**config.mk**
```make
export PLATFORM = sky130hd
export DESIGN_NAME = address_wait_priority_table
export DESIGN_NICKNAME = d
export VERILOG_FILES = /design/src/rtl/awpt_pkg.sv /design/src/rtl/address_wait_priority_table.sv /design/src/rtl/awpt_mem.sv /design/src/rtl/awpt_best.sv
export SDC_FILE = /design/constraint.sdc
export NUM_CORES = 1
export LEC_CHECK = 0
export BUFFER_PORTS_ARGS = -buffer_cell sky130_fd_sc_hd__buf_2
export CORE_MARGIN = 8
export CORE_UTILIZATION = 55
export CTS_CLUSTER_DIAMETER = 40
export CTS_CLUSTER_SIZE = 14
export DETAILED_ROUTE_END_ITERATION = 7
export HOLD_SLACK_MARGIN = 0.15
export PLACE_DENSITY = 0.8
export SKIP_CTS_REPAIR_TIMING = 1
export SYNTH_ARGS = -nofsm -noshare
export SYNTH_HDL_FRONTEND = slang
export SYNTH_SLANG_ARGS = --single-unit
```
**constraint.sdc**
```tcl
create_clock -name clk -period 9.3 [get_ports clk]
set_input_delay 0 -clock clk [delete_from_list [all_inputs] [get_ports clk]]
set_output_delay 0 -clock clk [all_outputs]
set_load 0.005 [all_outputs]
```
**src/rtl/awpt_pkg.sv**
```systemverilog
// ----------------------------------------------------------------------------
// awpt_pkg
// Shared types and constants for the address wait priority table.
// ----------------------------------------------------------------------------
package awpt_pkg;

	localparam int WAIT_SLOTS_DEF = 16;
	localparam int MAX_WAKES      = 16;
	localparam int WAKE_W         = $clog2(MAX_WAKES + 1);
	localparam logic [7:0] NO_PRIO_BOUND = 8'h80;

	typedef enum logic [1:0] {
		CMD_SIGNAL = 2'd0,
		CMD_WAIT   = 2'd1
	} cmd_t;

	typedef enum logic [1:0] {
		STS_OK       = 2'd0,
		STS_READ_ERR = 2'd1,
		STS_BAD_CMD  = 2'd2,
		STS_FULL     = 2'd3
	} status_t;

	typedef enum logic [1:0] {
		ST_IDLE,
		ST_SCAN,
		ST_SHIFT,
		ST_OUT
	} state_t;

	// one stored waiter
	typedef struct packed {
		logic [31:0] addr;
		logic [7:0]  thread;
		logic [6:0]  prio;
	} entry_t;

	// sequencer to compare unit
	typedef struct packed {
		logic clear;
		logic cmp_en;
	} best_ctl_t;

	// compare unit to sequencer
	typedef struct packed {
		logic       found;
		logic [7:0] thread;
	} best_res_t;

endpackage

```
**src/rtl/address_wait_priority_table.sv**
```systemverilog
// ----------------------------------------------------------------------------
// address_wait_priority_table
// Table of threads waiting on addresses, released by priority on signal.
// ----------------------------------------------------------------------------
// Commands enter on the s_axis channel, one item at a time; s_axis_tready is
// high only while the block is idle. A wait item gives one result the cycle
// after it is accepted and appends the caller when it blocks. A signal item
// with a nonzero count scans the table once per released thread and once
// more, through the single compare unit, and closes up the table after
// each removal through the one memory port. The result for a released
// thread is shown once the next scan tells whether it is the last one.
// A signal releases at most 16 threads and always gives at least one result.
// Results leave on m_axis from an output register; while the receiver
// stalls, the sequencer holds and no new item is accepted.
// Reset empties the table at once through its fill count; stored entries
// are left as they are and are never read beyond the count.
// ----------------------------------------------------------------------------
module address_wait_priority_table
	import awpt_pkg::*;
#(
	parameter int WAIT_SLOTS = WAIT_SLOTS_DEF
) (
	input  logic         clk,
	input  logic         arst_n,
	input  logic         s_axis_tvalid,
	output logic         s_axis_tready,
	// [31:0] target_address, [63:32] operand_value, [95:64] memory_word,
	// [96] read_ok, [104:97] caller_thread, [111:105] caller_priority
	input  logic [111:0] s_axis_tdata,
	// [1:0] command
	input  logic [1:0]   s_axis_tuser,
	output logic         m_axis_tvalid,
	input  logic         m_axis_tready,
	// [1:0] status, [2] woken_valid, [10:3] woken_thread, [11] caller_blocked
	output logic [15:0]  m_axis_tdata,
	output logic         m_axis_tlast
);

	localparam int IDX_W = $clog2(WAIT_SLOTS);
	localparam int CNT_W = $clog2(WAIT_SLOTS + 1);

	// input fields
	logic [31:0] in_addr;
	logic [31:0] in_operand;
	logic [31:0] in_mem_word;
	logic        in_read_ok;
	logic [7:0]  in_thread;
	logic [6:0]  in_prio;
	logic [1:0]  in_cmd;

	assign in_addr     = s_axis_tdata[31:0];
	assign in_operand  = s_axis_tdata[63:32];
	assign in_mem_word = s_axis_tdata[95:64];
	assign in_read_ok  = s_axis_tdata[96];
	assign in_thread   = s_axis_tdata[104:97];
	assign in_prio     = s_axis_tdata[111:105];
	assign in_cmd      = s_axis_tuser;

	state_t            state_q, state_d;
	logic [CNT_W-1:0]  cnt_q;
	logic [CNT_W-1:0]  idx_q;
	logic              vld_s1;
	logic [IDX_W-1:0]  idx_s1;
	logic [31:0]       addr_q;
	logic [WAKE_W-1:0] limit_q;
	logic [WAKE_W-1:0] n_q;
	logic              pend_q;
	logic [7:0]        pend_thr_q;
	logic              ret_shift_q;
	logic [15:0]       out_data_q;
	logic              out_last_q;

	logic              accept;
	logic              issue;
	logic              drained;
	logic              more;
	logic              wait_gt;
	logic              tbl_full;
	logic [WAKE_W-1:0] limit_in;

	// memory and compare unit hookup
	logic              mem_we;
	logic [IDX_W-1:0]  mem_waddr;
	entry_t            mem_wdata;
	entry_t            mem_rdata;
	best_ctl_t         best_ctl;
	best_res_t         best_res;
	logic [IDX_W-1:0]  best_idx;

	// output register load
	logic              out_load;
	status_t           out_status;
	logic              out_wv;
	logic [7:0]        out_thr;
	logic              out_blk;
	logic              out_last;
	logic              out_ret_shift;

	assign accept   = s_axis_tvalid && s_axis_tready;
	assign issue    = idx_q < cnt_q;
	assign drained  = !issue && !vld_s1;
	assign more     = best_res.found && (n_q < limit_q);
	assign wait_gt  = $signed(in_operand) > $signed(in_mem_word);
	assign tbl_full = cnt_q == CNT_W'(WAIT_SLOTS);

	// negative or oversized counts wake up to the result limit
	always_comb begin
		if (in_operand[31] || (|in_operand[30:WAKE_W])
				|| (in_operand[WAKE_W-1:0] > WAKE_W'(MAX_WAKES))) begin
			limit_in = WAKE_W'(MAX_WAKES);
		end else begin
			limit_in = in_operand[WAKE_W-1:0];
		end
	end

	awpt_mem #(
		.DEPTH (WAIT_SLOTS)
	) u_mem (
		.clk   (clk),
		.we    (mem_we),
		.waddr (mem_waddr),
		.wdata (mem_wdata),
		.raddr (idx_q[IDX_W-1:0]),
		.rdata (mem_rdata)
	);

	awpt_best #(
		.DEPTH (WAIT_SLOTS)
	) u_best (
		.clk       (clk),
		.arst_n    (arst_n),
		.ctl       (best_ctl),
		.key_addr  (addr_q),
		.entry     (mem_rdata),
		.entry_idx (idx_s1),
		.res       (best_res),
		.best_idx  (best_idx)
	);

	// next state
	always_comb begin
		state_d = state_q;
		unique case (state_q)
			ST_IDLE: begin
				if (accept) begin
					if ((in_cmd == CMD_SIGNAL) && (limit_in != '0)) begin
						state_d = ST_SCAN;
					end else begin
						state_d = ST_OUT;
					end
				end
			end
			ST_SCAN: begin
				if (drained) begin
					if (more && !pend_q) begin
						state_d = ST_SHIFT;
					end else begin
						state_d = ST_OUT;
					end
				end
			end
			ST_SHIFT: begin
				if (drained) begin
					state_d = ST_SCAN;
				end
			end
			ST_OUT: begin
				if (m_axis_tready) begin
					state_d = ret_shift_q ? ST_SHIFT : ST_IDLE;
				end
			end
			default: state_d = ST_IDLE;
		endcase
	end

	// outputs of the sequencer
	always_comb begin
		s_axis_tready   = 1'b0;
		m_axis_tvalid   = 1'b0;
		mem_we          = 1'b0;
		mem_waddr       = idx_s1 - IDX_W'(1);
		mem_wdata       = mem_rdata;
		best_ctl.clear  = 1'b0;
		best_ctl.cmp_en = 1'b0;
		out_load        = 1'b0;
		out_status      = STS_OK;
		out_wv          = 1'b0;
		out_thr         = '0;
		out_blk         = 1'b0;
		out_last        = 1'b1;
		out_ret_shift   = 1'b0;
		unique case (state_q)
			ST_IDLE: begin
				s_axis_tready  = 1'b1;
				best_ctl.clear = 1'b1;
				out_load       = accept;
				if (in_cmd == CMD_WAIT) begin
					if (!in_read_ok) begin
						out_status = STS_READ_ERR;
					end else if (wait_gt && tbl_full) begin
						out_status = STS_FULL;
					end else if (wait_gt) begin
						out_blk   = 1'b1;
						mem_we    = accept;
						mem_waddr = cnt_q[IDX_W-1:0];
						mem_wdata = '{addr: in_addr, thread: in_thread, prio: in_prio};
					end
				end else if (in_cmd != CMD_SIGNAL) begin
					out_status = STS_BAD_CMD;
				end
			end
			ST_SCAN: begin
				best_ctl.cmp_en = vld_s1;
				if (drained && (pend_q || !more)) begin
					// show the previous wake, or the empty result
					out_load      = 1'b1;
					out_wv        = pend_q;
					out_thr       = pend_q ? pend_thr_q : 8'd0;
					out_last      = !more;
					out_ret_shift = more;
				end
			end
			ST_SHIFT: begin
				// move entry idx_s1 down one place
				mem_we = vld_s1;
				// restart the compare unit for the scan that follows
				best_ctl.clear = drained;
			end
			ST_OUT: begin
				m_axis_tvalid = 1'b1;
				// restart the compare unit before the next scan
				best_ctl.clear = m_axis_tready && !ret_shift_q;
			end
			default: ;
		endcase
	end

	always_ff @(posedge clk or negedge arst_n) begin
		if (!arst_n) begin
			state_q     <= ST_IDLE;
			cnt_q       <= '0;
			idx_q       <= '0;
			vld_s1      <= 1'b0;
			n_q         <= '0;
			pend_q      <= 1'b0;
			ret_shift_q <= 1'b0;
		end else begin
			state_q <= state_d;
			vld_s1  <= ((state_q == ST_SCAN) || (state_q == ST_SHIFT)) && issue;
			if (((state_q == ST_SCAN) || (state_q == ST_SHIFT)) && issue) begin
				idx_q <= idx_q + CNT_W'(1);
			end
			if (out_load) begin
				ret_shift_q <= out_ret_shift;
			end
			unique case (state_q)
				ST_IDLE: begin
					idx_q  <= '0;
					n_q    <= '0;
					pend_q <= 1'b0;
					if (mem_we) begin
						cnt_q <= cnt_q + CNT_W'(1);
					end
				end
				ST_SHIFT: begin
					if (drained) begin
						cnt_q  <= cnt_q - CNT_W'(1);
						n_q    <= n_q + WAKE_W'(1);
						pend_q <= 1'b1;
						idx_q  <= '0;
					end
				end
				default: ;
			endcase
			if ((state_d == ST_SHIFT) && (state_q != ST_SHIFT)) begin
				idx_q <= CNT_W'(best_idx) + CNT_W'(1);
			end
		end
	end

	always_ff @(posedge clk) begin
		if (accept) begin
			addr_q  <= in_addr;
			limit_q <= limit_in;
		end
		if ((state_q == ST_SHIFT) && drained) begin
			pend_thr_q <= best_res.thread;
		end
		if (out_load) begin
			out_data_q <= {4'd0, out_blk, out_thr, out_wv, out_status};
			out_last_q <= out_last;
		end
		if (state_q != ST_SCAN && state_q != ST_SHIFT) begin
			idx_s1 <= '0;
		end else begin
			idx_s1 <= idx_q[IDX_W-1:0];
		end
	end

	assign m_axis_tdata = out_data_q;
	assign m_axis_tlast = out_last_q;

	// ------------------------------------------------------------------------
	// checks
	// ------------------------------------------------------------------------
	a_cnt_bound: assert property (@(posedge clk) disable iff (!arst_n)
		cnt_q <= CNT_W'(WAIT_SLOTS))
		else $error("waiter count beyond table size");

	a_one_side: assert property (@(posedge clk) disable iff (!arst_n)
		!(s_axis_tready && m_axis_tvalid))
		else $error("input taken while a result is pending");

	a_shift_shrinks: assert property (@(posedge clk) disable iff (!arst_n)
		(state_q == ST_SHIFT) && drained |=> cnt_q == $past(cnt_q) - CNT_W'(1))
		else $error("removal did not shrink the table");

	a_wake_limit: assert property (@(posedge clk) disable iff (!arst_n)
		(state_q == ST_SCAN) |-> (n_q <= limit_q))
		else $error("more wakes than requested");

endmodule

```
**src/rtl/awpt_mem.sv**
```systemverilog
// ----------------------------------------------------------------------------
// awpt_mem
// Waiter storage: one write port, one read port with registered read data.
// ----------------------------------------------------------------------------
module awpt_mem
	import awpt_pkg::*;
#(
	parameter int DEPTH = WAIT_SLOTS_DEF
) (
	input  logic                     clk,
	input  logic                     we,
	input  logic [$clog2(DEPTH)-1:0] waddr,
	input  entry_t                   wdata,
	input  logic [$clog2(DEPTH)-1:0] raddr,
	output entry_t                   rdata
);

	entry_t mem_q [DEPTH];

	always_ff @(posedge clk) begin
		if (we) begin
			mem_q[waddr] <= wdata;
		end
	end

	always_ff @(posedge clk) begin
		rdata <= mem_q[raddr];
	end

endmodule

```
**src/rtl/awpt_best.sv**
```systemverilog
// ----------------------------------------------------------------------------
// awpt_best
// Compare unit: tracks the most urgent waiter on one address over a scan.
// ----------------------------------------------------------------------------
module awpt_best
	import awpt_pkg::*;
#(
	parameter int DEPTH = WAIT_SLOTS_DEF
) (
	input  logic                     clk,
	input  logic                     arst_n,
	input  best_ctl_t                ctl,
	input  logic [31:0]              key_addr,
	input  entry_t                   entry,
	input  logic [$clog2(DEPTH)-1:0] entry_idx,
	output best_res_t                res,
	output logic [$clog2(DEPTH)-1:0] best_idx
);

	logic [7:0] bound_q;
	logic       found_q;
	logic [7:0] thread_q;
	logic [$clog2(DEPTH)-1:0] idx_q;
	logic       take;

	// ties go to the later entry, hence <=
	assign take = ctl.cmp_en && (entry.addr == key_addr) && ({1'b0, entry.prio} <= bound_q);

	always_ff @(posedge clk or negedge arst_n) begin
		if (!arst_n) begin
			bound_q <= NO_PRIO_BOUND;
			found_q <= 1'b0;
		end else if (ctl.clear) begin
			bound_q <= NO_PRIO_BOUND;
			found_q <= 1'b0;
		end else if (take) begin
			bound_q <= {1'b0, entry.prio};
			found_q <= 1'b1;
		end
	end

	always_ff @(posedge clk) begin
		if (take) begin
			thread_q <= entry.thread;
			idx_q    <= entry_idx;
		end
	end

	assign res.found  = found_q;
	assign res.thread = thread_q;
	assign best_idx   = idx_q;

endmodule
```
# [Yosys cells after proc, flatten, opt, wreduce, memory -nomap -nowiden]
# Memories as Yosys holds them, arrays and structs flattened. A register that Yosys moved wholly into a read port is not among the register bits.
# Cells that the tools add are included.
# W data, S select, Z words.
[totals] regBits=103 mem_bits_rw=752 in_bits=118 out_inout_bits=19 word_cells=135 mem_count=1
[memory_table] name="u_mem.mem_q" depth=16 word_bits=47 rd=1 rd_ports_with_merged_regs=1 write_ports=1 line_no="awpt_mem.sv:18" source="entry_t mem_q [DEPTH];"
[op_classes] addsub=6 magnitude_cmp=5 n_eq_ne=11 n_mux=54 n_bitwise=3 reduce_logical=35
[ops] operator="$mux W47" count=5
[ops] operator="$mux W5" count=7
[ops] operator="$eq A32 B32 Y1" count=1
[ops] operator="$gt A32 B32 Y1" count=1
[ops] operator="$pmux W5 S2" count=3
[ops] operator="$reduce_or A26 Y1" count=1
[ops] operator="$mux W2" count=10
[ops] operator="$mux W4" count=5
[ops] operator="$mux W1" count=17
[ops] operator="$mux W8" count=2
[ops] operator="$add A5 B1 Y5 const B" count=3
[ops] operator="$logic_and A1 B1 Y1" count=14
[ops] operator="$lt A5 B5 Y1" count=2
[ops] operator="$le A7 B8 Y1" count=1
[ops] operator="$pmux W2 S4" count=1
[ops] operator="$eq A2 B2 Y1 const B" count=3
[ops] operator="$ne A2 B2 Y1 const B" count=3
[ops] operator="$pmux W1 S2" count=3
[ops] operator="$reduce_and A3 Y1" count=2
[ops] operator="$reduce_bool A2 Y1" count=3
[ops] operator="$add A4 B1 Y5 const B" count=1
[ops] operator="$eq A5 B5 Y1 const B" count=1
[ops] operator="$gt A5 B5 Y1 const B" count=1
[ops] operator="$logic_not A1 Y1" count=5
[ops] operator="11 further kinds" count=19

# [Depth between registers and ports, before layout]
# Gate-level depths: netlist of the first run.
[depth] word_depth=12 depth_mapped=13 depth_no_buf=12

# [By module]
# From an unflattened synthesis of the first run, not the netlist that was laid out.
[hier_totals] hier_cells=1824 hier_area_um2=35985.8
[modules_own_cells] mod="awpt_mem" instances=1 cells_each=1217 area_each_um2=29130.4 seq_area_each_um2=23522.6
[modules_own_cells] mod="address_wait_priority_table" instances=1 cells_each=474 area_each_um2=5426.5 seq_area_each_um2=2322.2
[modules_own_cells] mod="awpt_best" instances=1 cells_each=133 area_each_um2=1428.9 seq_area_each_um2=586.8

# [Worst setup path after synthesis of the first run]
# No wires, ideal clock.
[synth_path] kind="input -> register" startpoint="input port s_axis_tdata[71]" endpoint="memory u_mem.mem_q[0][0] (netlist name) (enable)" setup_time_ns=0.581 arrival_time_ns=6.615 t_required_ns=8.719 setup_slack_ns=2.104 path_stages=11 path_buffers=1 cell_sequence="inv_1 > ha_1 > a21oi_1 > o21ai_0 > a221o_1 > a211o_1 > a21oi_2 > mux2i_1 > inv_2 > buf_2 > o41ai_1"
[synth_via] elab_chain_cells=8 elab_cells_between_ends=14 cone_classes="order compare (1); mux (12); reduce/logical (1)"
[synth_rtl] item="start: declaration" line_no="address_wait_priority_table.sv:29" source="input logic [111:0] s_axis_tdata,"
[synth_rtl] item="$gt A32 B32 Y1 (*)" line_no="address_wait_priority_table.sv:103" source="assign wait_gt = $signed(in_operand) > $signed(in_mem_word);"
[synth_rtl] item="$mux W1 / $logic_and A1 B1 Y1 (equally long branches)" line_no="address_wait_priority_table.sv:202, address_wait_priority_table.sv:200"
[synth_rtl] item="$mux W1" line_no="address_wait_priority_table.sv:200" source="end else if (wait_gt && tbl_full) begin"
[synth_rtl] item="$mux W1" line_no="address_wait_priority_table.sv:198" source="if (!in_read_ok) begin"
[synth_rtl] item="$mux W1" line_no="address_wait_priority_table.sv:197" source="if (in_cmd == CMD_WAIT) begin"
[synth_rtl] item="$pmux W1 S2" line_no="address_wait_priority_table.sv:192" source="unique case (state_q)"
[synth_rtl] item="$mux W1" line_no="awpt_mem.sv:21" source="if (we) begin"
[synth_rtl] item="$mux W1 (not written as such)" line_no="awpt_mem.sv:22" source="mem_q[waddr] <= wdata;"
[synth_rtl] item="end: declaration" line_no="awpt_mem.sv:18"
# Mark *: on every way between the ends. The rest lies on a longest branch, timed or not.

# [Final worst setup path of the first run]
[layout_path] startpoint="register cnt_q[1]" endpoint="memory u_mem.mem_q[1][37] (netlist name) (enable)"
[layout_via] elab_chain_cells=8 elab_cells_between_ends=13 cone_classes="eq/ne (1); mux (11); reduce/logical (1)"
[layout_rtl] item="start: declaration" line_no="address_wait_priority_table.sv:60" source="logic [CNT_W-1:0] cnt_q;"
[layout_rtl] item="start signal: assignment" line_no="address_wait_priority_table.sv:262" source="cnt_q <= cnt_q + CNT_W'(1);"
[layout_rtl] item="start signal: assignment" line_no="address_wait_priority_table.sv:267" source="cnt_q <= cnt_q - CNT_W'(1);"
[layout_rtl] item="$eq A5 B5 Y1" line_no="address_wait_priority_table.sv:104" source="assign tbl_full = cnt_q == CNT_W'(WAIT_SLOTS);"
[layout_rtl] item="$logic_and A1 B1 Y1" line_no="address_wait_priority_table.sv:200"
[layout_rtl] item="$mux W1" line_no="address_wait_priority_table.sv:200"
[layout_rtl] item="$mux W1" line_no="address_wait_priority_table.sv:198"
[layout_rtl] item="$mux W1" line_no="address_wait_priority_table.sv:197"
[layout_rtl] item="$pmux W1 S2" line_no="address_wait_priority_table.sv:192"
[layout_rtl] item="$mux W1" line_no="awpt_mem.sv:21"
[layout_rtl] item="$mux W1 (not written as such)" line_no="awpt_mem.sv:22"
# Parallel ways exist; a longest one is shown, timed or not.

==> results of run 1 <==
-- worst paths after layout --
path	slack, ns	start	cells after the start	end
worst max register to register	4.51	cnt_q[1]	12	u_mem.mem_q[1][37]
worst max-delay path	4.51	cnt_q[1]	12	u_mem.mem_q[1][37]
max in group asynchronous	8.65	arst_n	4	idx_q[3]
worst min register to register	0.42	u_best.thread_q[5]	0	pend_thr_q[5]
min in group asynchronous	0.46	arst_n	4	n_q[2]
worst min-delay path	0.13	s_axis_tdata[107]	3	u_mem.mem_q[0][2]
-- cell families (layout without fill, tap and decap cells) --
group           after synthesis  after routing  synth area share (%)
buf+inv                     150            520                  1.67
fa+ha+maj                    59             59                  2.08
simple gates                321            321                  4.14
mux                         246            246                  15.1
xor+xnor                     46             46                  1.12
flops                       902            902                  73.7
compound gates              119            119                  2.21
other cells                   1              4                0.0105
-- flip-flops by register name, summed over array words and instances (netlist names) --
register and count:
n_q 5, u_best.best_idx 4, u_best.thread_q 8, limit_q 5, cnt_q 5, state_q 2
u_best.found_q 1, idx_q 5, pend_q 1, ret_shift_q 1, addr_q 32, u_best.bound_q 8
m_axis_tlast 1, m_axis_tdata 12, u_mem.mem_q 752, pend_thr_q 8, u_mem.rdata 47, vld_s1 1
idx_s1 4
-- final cells by class --
cell class	count	area [sq um]
clock buffer	124	2750
sequential	902	26400
tap	855	1070
multi-input combinational	795	9050
timing repair buffer	257	1850
clock inverter	71	825
inverter	68	255
fill	4062	22200
-- metrics by stage --
stage               area [sq um]  instances  utilization, %  hold slack, ns
CTS                        41300       2979            64.1          -0.608
global route               42200       3072            65.5           0.147
global placement           37700       2784            58.5          0.0721
floorplan                  35900       1847               -          -0.296
finish                     42200       3072            65.5           0.132
detailed placement         37700       2784            58.5          0.0809
-- cell usage in the layout, fill, tap and decap left out, types with 4 or more instances in the layout --
master | netlist | layout
xnor2_1 | 19 | 19
edfxtp_1 | 822 | 822
o41ai_2 | 1 | 8
nand2b_1 | 4 | 4
mux2i_1 | 10 | 9
or3_1 | 4 | 4
clkinvlp_4 | 0 | 8
dlygate4sd3_1 | 0 | 92
clkinv_4 | 0 | 14
conb_1 | 1 | 4
nor2_1 | 20 | 20
inv_6 | 0 | 6
buf_2 | 9 | 132
clkbuf_8 | 0 | 5
xor2_1 | 27 | 27
clkinv_8 | 0 | 4
clkinv_1 | 0 | 6
buf_4 | 5 | 31
nor3_1 | 12 | 12
a21oi_1 | 30 | 30
and2_1 | 14 | 14
clkinv_2 | 0 | 15
ha_1 | 58 | 58
nand4_1 | 23 | 23
nor2b_1 | 5 | 5
a31oi_1 | 4 | 4
a21o_1 | 13 | 13
nand2_1 | 180 | 180
o21ai_0 | 26 | 25
nand3_1 | 27 | 27
nor4_1 | 20 | 19
dfxtp_1 | 51 | 51
dfrtp_1 | 28 | 24
bufinv_16 | 0 | 11
inv_8 | 0 | 5
mux4_2 | 235 | 235
inv_1 | 67 | 66
clkbuf_1 | 59 | 14
clkbuf_16 | 0 | 105
o31ai_4 | 0 | 9
-- critical path, delay by kind of cell (launching register included) --
kind	cells	cell delay (ns)
AO/OA/AOI/OAI	2	0.49
buffers and inverters	5	2.25
flip-flops	1	0.55
multiplexers	1	0.16
AND/OR/NAND/NOR	4	0.92
-- power groups by stage --
| stage | logic, mW | registers [mW] | clock network [mW] |
|---|---|---|---|
| floorplan | 2.09 | 5.55 | 0 |
| global route | 3.11 | 5.68 | 4.36 |
| CTS | 2.88 | 5.65 | 4.20 |
| detailed placement | 2.83 | 5.72 | 0 |
| global placement | 2.70 | 5.69 | 0 |
| finish | 2.89 | 5.65 | 4.15 |
-- layer usage --
layer,routed length (um),up-vias,global-route usage (%),part of all wire [%]
met5,0,-,0,0
met4,2000,0,7.36,2.4
met3,7580,139,5.10,9.0
met2,42900,1088,38.3,51
met1,31900,9793,29.0,38
li1,-,8024,-,-
==> summary.md, run 1 <==
| Metric | Value |
|---|---|
| Leakage power | 14.4 nW |
| Fin crit period | 4.79 ns |
| Ys flop type | edfxtp_1 |
| Sequential cell area fraction in the yosys report | 73.7% |
| Reg clk slew, reported paths | 0.06 ns |
| Largest stage delay on the critical path | 0.68 ns |
| Net Sw Power | 3.69 mW |
| Slew Limit Fails | 0 |
| Setup-failing EPs final | 0 |
| Total Power | 12.7 mW |
| Netlist Area Pre-Place | 35900 sq um |
| Critical Path Fanout Max | 58 |
| Vias post-DR | 19044 |
| Worst skew pair latency | 0.65 ns |
| Drt via density | 6.20 |
| Logic pwr share | 22.8% |
| Worst Clk Skew | 0.0186 ns |
| Most frequent cells after synthesis | edfxtp_1 (822), mux4_2 (235), nand2_1 (180) |
| Final Hold Fails | 0 |
| H-tree level count | 3 |
| Slowest CP cell | buf_4 |
| GRT Residual Overflow | 0 |
| Unrepaired setup endpoints after global routing | false |
| Dominant cell type by area after synthesis | edfxtp_1 |
| Antenna violations before repair | 0 |
| Initial Utilization | 55.6% |
| Core Rows | 93 |
| Max Fclk | 0.209 GHz |
| Area contributors post-synth | edfxtp_1 (69%), mux4_2 (15%), dfxtp_1 (2.8%) |
| Crit path arrival time | 5.06 ns |
| Number of flops mapped to enable cells by yosys | 822 |
| Final-stage net count | 2304 |
| Post-DP HPWL | 44.7 mm |
| VDD IR max | 382 uV |
| Clock power frac | 32.7% |
| Max-cap viol count | 0 |
| Synthesized instance count | 1844 |
| Pwr Density | 300 nW/um^2 |
| Routed WL | 84.3 mm |
| Antenna-violating nets left | 0 |
| CTS tree | yes |
| Area growth, synth to finish | 17.8% |
| # IOs | 137 |
| Die Ht | 271 um |
| Switching Share | 29.1% |
| Clock Sinks | 902 |
| Initial DRC count | 1953 |
| CTS Buf Count | 103 |
| Pin count of the biggest net entering global routing | 138 |
| Clock root cell | clkbuf_16 |
| Slew @ Worst Pin | 1.45 ns |
| Post-Place Setup Slack | 4.51 ns |
| Port Buffers | 132 |
| Worst Hold Class | primary input to flip-flop |
| Reg power frac | 44.5% |
| Routed len/inst | 27.5 um |
| Top cell type's share of synthesized area | 68.8% |
| Crit Path Category | flip-flop to flip-flop |
| ANT cells | 0 |
| Internal power | 9.00 mW |
| Initial DRT Pass Iterations | 6 |
| Crit-path most repeated cell | buf_4 |
| CTS Buffer Depth | 3 |
| DRC | 0 |
| Gpl congestion | 0.878 |
| Number of synthesis warnings | 0 |
| GRT Total Usage | 22.6% |
| CP Cell Sequence | nor4_1 -> nand2_1 -> and3_1 -> nand2_1 -> a21oi_1 -> mux2i_4 -> buf_4 -> buf_4 -> inv_2 -> buf_4 -> o41ai_2 -> buf_4 |
| Status | finished, final reports clean |
| Endpoint type of the worst setup path | flip-flop |
| Die W | 271 um |
| Setup WS post-layout | 4.51 ns |
| Share of post-route cells with drive strength above 1 | 27.5% |
| Post-Route Setup TNS | 0 ns |
| Startpoint types | flip-flop |
| Synthesized area per cell | 19.5 sq um |
| Core area | 64500 sq um |
| Period Utilization, post-route | 51.5% |
| Most common cell in the synthesized netlist | edfxtp_1 |
| Die area | 73700 sq um |
| First-pass GRT wire length | 125 mm |
| Vias in the first global route | 19916 |
| Post-synth ARST share | 3.22% |
| Crit path required time | 9.58 ns |
| Yosys cell types | 63 |
| Synthesized flop and latch total | 902 |
| Slew HR | 2.44% |
(Power assumes the default switching activity.)
==> run 2, diff against run 1 <==
--- a/config.mk
+++ b/config.mk
@@ -12,7 +12,7 @@
 export CTS_CLUSTER_SIZE = 14
 export DETAILED_ROUTE_END_ITERATION = 7
 export HOLD_SLACK_MARGIN = 0.15
-export PLACE_DENSITY = 0.8
+export PLACE_DENSITY = 0.83
 export SKIP_CTS_REPAIR_TIMING = 1
 export SYNTH_ARGS = -nofsm -noshare
 export SYNTH_HDL_FRONTEND = slang
==> constraint.sdc (replaced) <==
create_clock -name clk -period 3.84 [get_ports clk]
set_input_delay 0 -clock clk [delete_from_list [all_inputs] [get_ports clk]]
set_output_delay 0 -clock clk [all_outputs]
set_load 0.005 [all_outputs]
==> run 2 against run 1 <==
Effect of this change:
- clock skew grew 0.011 ns
- non-clock buffer count grew 21
- sequential cell count is the same
- core utilization grew 0.91 points
- total power grew 150%
- sequential power grew 140%
- cell area grew 1.4%
- worst setup slack lost 4.1 ns
- critical endpoint is now u_best.thread_q[3]
- largest power group unchanged
- highest routed layer is now met5
==> summary.md, run 2 (same netlist as run 1, synthesis figures left out) <==
| Metric | Value |
|---|---|
| Status | finished, final reports clean |
| Slowest CP cell | xnor2_1 |
| Slew @ Worst Pin | 1.34 ns (-0.113 ns) |
| Port Buffers | 132 (unchanged) |
| Post-Place Setup Slack | 0.284 ns (-4.22 ns) |
| Slew HR | 10.9% (+8.4 points) |
| CP Cell Sequence | xnor2_1 -> nand4_1 -> nor2_1 -> inv_1 -> nor4_1 -> nand4_1 -> nor2_1 -> buf_4 |
| VDD IR max | 601 uV (+57%) |
| Routed len/inst | 28.5 um (+3.7%) |
| Pwr Density | 727 nW/um^2 (+140%) |
| Vias post-DR | 19714 (+3.5%) |
| GRT Residual Overflow | 0 (unchanged) |
| Die W | 271 um (unchanged) |
| Largest stage delay on the critical path | 0.58 ns (-0.10 ns) |
| Endpoint type of the worst setup path | flip-flop |
| GRT Total Usage | 23.3% (+0.70 points) |
| Largest regs | u_mem.mem_q: 752 flops, u_mem.rdata: 47 flops, addr_q: 32 flops |
| Routed WL | 88.1 mm (+4.5%) |
| Reg clk slew, reported paths | 0.07 ns (about the same) |
| Clock Sinks | 902 (unchanged) |
| Leakage power | 14.6 nW (+1.7%) |
| CTS Buf Count | 104 (+0.97%) |
| Share of post-route cells with drive strength above 1 | 28.1% (+0.60 points) |
| Max-cap viol count | 0 (unchanged) |
| Clock root cell | clkbuf_16 |
| Fill count | 3966 (-2.4%) |
| Buf/Inv on CP | 2 (-3) |
| Area of the multi-input gates | 9130 sq um (+0.87%) |
| Die Ht | 271 um (unchanged) |
| Max Fclk | 0.291 GHz (+39%) |
| Final Hold Fails | 0 (unchanged) |
| Setup-failing EPs final | 0 (unchanged) |
| Crit path required time | 4.20 ns (-5.38 ns) |
| Reg with most FFs | u_mem.mem_q |
| Post-DP HPWL | 47.0 mm (+5.1%) |
| DRC | 0 (unchanged) |
| Worst Clk Skew | 0.0301 ns (+0.0115 ns) |
| Commonest non-fill, non-tap cell in the layout | edfxtp_1 |
| CTS Buffer Depth | 3 (unchanged) |
| Core Rows | 93 (unchanged) |
| Initial DRT Pass Iterations | 5 (-1) |
| Final-stage net count | 2326 (+0.95%) |
| Total Power | 31.1 mW (+150%) |
| H-tree level count | 3 (unchanged) |
| Antenna-violating nets left | 0 (unchanged) |
| Fin crit period | 3.44 ns (-1.35 ns) |
| # IOs | 137 (unchanged) |
| ANT cells | 0 (unchanged) |
| Worst skew pair latency | 0.68 ns (+0.03 ns) |
| Pin count of the biggest net entering global routing | 106 (-23%) |
| Slew Limit Fails | 0 (unchanged) |
| Crit path arrival time | 3.80 ns (-1.26 ns) |
| Worst Hold Class | primary input to flip-flop |
| Register area | 26400 sq um (unchanged) |
| First-pass GRT wire length | 129 mm (+3.1%) |
| Gpl congestion | 0.871 (-0.81%) |
| Area growth, synth to finish | 19.4% |
| Antenna violations before repair | 2 (+2) |
| Initial Utilization | 55.6% (unchanged) |
| Core area | 64500 sq um (unchanged) |
| Unrepaired setup endpoints after global routing | false |
| CP top delay family | simple AND/OR/NAND/NOR gates |
| Max FFs per register | 752 (unchanged) |
| Commonest cells after routing, fill and taps aside | edfxtp_1 (822), mux4_2 (235), nand2_1 (180), buf_2 (132), clkbuf_16 (104) |
| Critical Path Fanout Max | 12 (-79%) |
| Period Utilization, post-route | 89.6% (+38 points) |
| Startpoint types | flip-flop |
| Setup WS post-layout | 0.399 ns (-4.11 ns) |
| Drt via density | 6.37 (+2.7%) |
| Crit Path Category | flip-flop to flip-flop |
| CTS tree | yes |
| Die area | 73700 sq um (unchanged) |
| Vias in the first global route | 20328 (+2.1%) |
| Initial DRC count | 2015 (+3.2%) |
run 2: cell types whose count changed in the layout (fill, tap and decap cells not counted), moves of 2 or more:
cell           change
clkinv_4           -2
dlygate4sd3_1      +3
buf_4             -10
buf_12            +27
clkinv_1           +2
clkinvlp_4         +4
clkinv_2           -4
inv_6              +6
bufinv_16          -2
o41ai_2            -7
o41ai_4            +7
clkbuf_8           -3
run 2: worst reg2reg max path, cell delays in order, from the launching register on:
cell	delay, ns
edfxtp_1	0.41
xnor2_1	0.58
nand4_1	0.39
nor2_1	0.27
inv_1	0.07
nor4_1	0.35
nand4_1	0.48
nor2_1	0.30
buf_4	0.26
run 2: worst paths after layout:
| check | start | end | slack [ns] | cells after the start |
|---|---|---|---|---|
| worst min-delay path | s_axis_tdata[107] | u_mem.mem_q[1][2] | 0.15 | 3 |
| max in group asynchronous | arst_n | idx_q[3] | 3.21 | 4 |
| worst max-delay path | addr_q[26] | u_best.thread_q[3] | 0.40 | 8 |
| min in group asynchronous | arst_n | u_best.bound_q[7] | 0.43 | 3 |
| worst max register to register | addr_q[26] | u_best.thread_q[3] | 0.40 | 8 |
| worst min register to register | u_best.thread_q[1] | pend_thr_q[1] | 0.42 | 0 |
run 2: cell type report:
cell class | count | area share [%]
flip-flops and latches | 902 | 61.7
multi-input cells | 795 | 21.3
clock buffers | 119 | 6.25
repair buffers | 278 | 5.52
well taps | 855 | 2.50
clock inverters | 79 | 2.09
inverters | 68 | 0.596
run 2: stage by stage:
step / TNS, ns / utilization (%) / instance area, sq um / hold WS [ns] / cells
3_5_place_dp: 0 / 59.4 / 38300 / 0.0810 / 2801
6_report: 0 / 66.4 / 42800 / 0.146 / 3096
2_1_floorplan: -193.04 / - / 36100 / -0.296 / 1847
4_1_cts: 0 / 64.9 / 41800 / -0.636 / 2999
3_3_place_gp: 0 / 59.4 / 38300 / 0.0793 / 2801
5_1_grt: 0 / 66.4 / 42800 / 0.151 / 3096
run 2: power breakdown:
part           total, mW  leakage [nW]  internal [mW]  switching (mW)
Sequential          13.5          8.22           13.0           0.572
Combinational       7.49          4.68           3.00            4.49
Clock               10.1          1.71           5.79            4.30
run 2: metal layers:
metal,global-route usage [%],part of all wire [%]
met1,30.1,37
met2,39.1,51
met3,4.77,8.7
met4,8.90,3.2
met5,0,0.015
==> run 3, diff against run 2 <==
--- a/config.mk
+++ b/config.mk
@@ -6,13 +6,15 @@
 export NUM_CORES = 1
 export LEC_CHECK = 0
 export BUFFER_PORTS_ARGS = -buffer_cell sky130_fd_sc_hd__buf_2
-export CORE_MARGIN = 8
-export CORE_UTILIZATION = 55
+export CELL_PAD_IN_SITES_DETAIL_PLACEMENT = 0
+export CELL_PAD_IN_SITES_GLOBAL_PLACEMENT = 1
+export CORE_MARGIN = 4
+export CORE_UTILIZATION = 49
 export CTS_CLUSTER_DIAMETER = 40
 export CTS_CLUSTER_SIZE = 14
 export DETAILED_ROUTE_END_ITERATION = 7
 export HOLD_SLACK_MARGIN = 0.15
-export PLACE_DENSITY = 0.83
+export PLACE_DENSITY = 0.84
 export SKIP_CTS_REPAIR_TIMING = 1
 export SYNTH_ARGS = -nofsm -noshare
 export SYNTH_HDL_FRONTEND = slang
==> run 3 against run 2 <==
Effect of this change:
- total power rose by 1.0%
- sequential share of layout area decreased by 0.69 points
- combinational power fell by 3.3%
- worst setup slack got worse by 0.056 ns
- cell area increased by 1.1%
- cell count rose by 3.6%
- die area is 5.4% higher
==> summary.md, run 3 (same netlist as run 1, synthesis figures left out) <==
| Metric | Value |
|---|---|
| Fill count | 4952 (+25%) |
| Worst reg2reg path endpoint | u_mem.mem_q[13][2] |
| Minimum hold slack | 0.107 ns (-0.0387 ns) |
| Crit Path Category | flip-flop to flip-flop |
| Routed WL | 83.1 mm (-5.7%) |
| Final Hold Fails | 0 (unchanged) |
| Crit path launch | state_q[1] |
| Post-Place Setup Slack | 0.178 ns (-0.105 ns) |
| Startpoint types | flip-flop |
| Post-DP HPWL | 45.8 mm (-2.5%) |
| Setup-failing EPs final | 0 (unchanged) |
| Reg clk slew, reported paths | 0.06 ns (about the same) |
| Reg2Reg Depth | 11 (+3) |
| Status | finished, final reports clean |
| First-pass GRT wire length | 124 mm (-4.2%) |
| GRT Residual Overflow | 0 (unchanged) |
| Gpl congestion | 0.856 (-1.7%) |
| Largest stage delay on the critical path | 1.10 ns (+0.52 ns) |
| Drt via density | 5.91 (-7.2%) |
| Crit path arrival time | 3.84 ns (+0.04 ns) |
| Fin crit period | 3.50 ns (+0.0564 ns) |
| Die area | 77600 sq um (+5.4%) |
| Area growth, synth to finish | 20.7% |
| Die W | 279 um (+2.6%) |
| Clock root cell | clkbuf_16 |
| Pin count of the biggest net entering global routing | 115 (+8.5%) |
| Worst r2r src | state_q[1] |
| Pwr Density | 726 nW/um^2 (about the same) |
| Max Fclk | 0.286 GHz (-1.6%) |
| Antenna violations before repair | 3 (+1) |
| Vias in the first global route | 19668 (-3.2%) |
| Final Non-Filler Cells | 3208 (+3.6%) |
| GRT Total Usage | 21.3% (-2.0 points) |
| Slew @ Worst Pin | 1.30 ns (-0.0405 ns) |
| Max-cap viol count | 0 (unchanged) |
| CTS Buffer Depth | 3 (unchanged) |
| CP top delay family | compound AO/OA/AOI/OAI gates |
| Area of the multi-input gates | 9130 sq um (about the same) |
| Crit path required time | 4.18 ns (-0.02 ns) |
| Commonest non-fill, non-tap cell in the layout | edfxtp_1 |
| Worst skew pair latency | 0.68 ns (about the same) |
| Reg with most FFs | u_mem.mem_q |
| Vias post-DR | 18959 (-3.8%) |
| Setup WS post-layout | 0.343 ns (-0.0564 ns) |
| Worst Clk Skew | 0.0414 ns (+0.0113 ns) |
| Register area | 26400 sq um (unchanged) |
| VDD IR max | 573 uV (-4.7%) |
| Slew Limit Fails | 0 (unchanged) |
| Worst Hold Class | primary input to flip-flop |
| Core Rows | 98 (+5.4%) |
| H-tree level count | 3 (unchanged) |
| Routed len/inst | 25.9 um (-9.0%) |
| Initial DRC count | 1930 (-4.2%) |
| Antenna-violating nets left | 0 (unchanged) |
| Share of post-route cells with drive strength above 1 | 29.1% (+0.95 points) |
| Critical Path Fanout Max | 32 (+20) |
| # IOs | 137 (unchanged) |
| Clock Sinks | 902 (unchanged) |
| Max FFs per register | 752 (unchanged) |
| Commonest cells after routing, fill and taps aside | edfxtp_1 (822), mux4_2 (235), nand2_1 (180), buf_2 (132), clkbuf_16 (109) |
| Critical path depth in cells | 11 (+3) |
| DRC | 0 (unchanged) |
| Die Ht | 279 um (+2.6%) |
| Worst hold start | s_axis_tdata[108] |
| Unrepaired setup endpoints after global routing | false |
| Worst hold path depth | 3 (unchanged) |
| CTS tree | yes |
| Final-stage net count | 2338 (+0.52%) |
| Initial Utilization | 49.8% (-5.8 points) |
| Post-Place Cells | 2907 (+3.8%) |
| Port Buffers | 132 (unchanged) |
| Leakage power | 14.8 nW (+1.4%) |
| Post-Route Setup TNS | 0 ns (unchanged) |
| Slew HR | 13.6% (+2.7 points) |
| FF-to-FF setup slack | 0.34 ns (-0.06 ns) |
| Slowest CP cell | o31ai_4 |
| Worst hold endpoint | u_mem.mem_q[7][3] |
| Endpoint type of the worst setup path | flip-flop |
| Period Utilization, post-route | 91.1% (+1.5 points) |
| Largest regs | u_mem.mem_q: 752 flops, u_mem.rdata: 47 flops, addr_q: 32 flops |
| Total Power | 31.4 mW (+1.0%) |
| CP Cell Sequence | inv_1 -> ha_1 -> nand2_1 -> nor2_1 -> and3_1 -> nand2_1 -> a21oi_1 -> mux2i_4 -> buf_12 -> o31ai_4 -> buf_12 |
| Initial DRT Pass Iterations | 6 (+1) |
| Buf/Inv on CP | 3 (+1) |
| CTS Buf Count | 108 (+3.8%) |
| Core area | 72000 sq um (+12%) |
-- run 3: area by class of cell --
class	count	area share, %
Sequential cell	902	61.1
Multi-Input combinational cell	795	21.1
Clock buffer	123	6.53
Timing Repair Buffer	286	5.51
Tap cell	950	2.74
Clock inverter	83	2.48
Inverter	68	0.592
Antenna cell	1	0.00578
-- run 3: report_power, final --
part	total (mW)	switching [mW]	internal, mW
clock network	10.7	4.22	6.51
registers	13.5	0.514	13.0
logic	7.24	4.24	3.00
-- run 3: tightest hold or removal path, delay by kind of cell --
kind	cells	cell delay, ns
buf+inv	1	0.10
simple gates	2	0.43
-- run 3: worst max-delay path by stage --
stage / endpoint / slack [ns]
finish: u_mem.mem_q[13][2] / 0.34
global route: u_mem.mem_q[13][2] / 0.21
CTS: u_mem.mem_q[7][11] / 0.44
detailed placement: u_mem.mem_q[6][0] / 0.18
global placement: u_mem.mem_q[7][12] / 0.36
floorplan: u_mem.mem_q[13][0] / -0.59
-- run 3: through the flow --
step	area [sq um]	utilization, %
after floorplan	36100	-
after global placement	38500	53.4
after detailed placement	38500	53.4
after CTS	42400	58.9
after global routing	43300	60.2
final	43300	60.2
-- run 3: metal layers --
layer  vias to the layer above  routed length, um  track usage, %
met5                         -                 19               0
met4                         2               1980            6.56
met3                       141               6750            4.62
met2                       907              42200            35.6
met1                      9801              32100            28.4
li1                       8108                  -               -
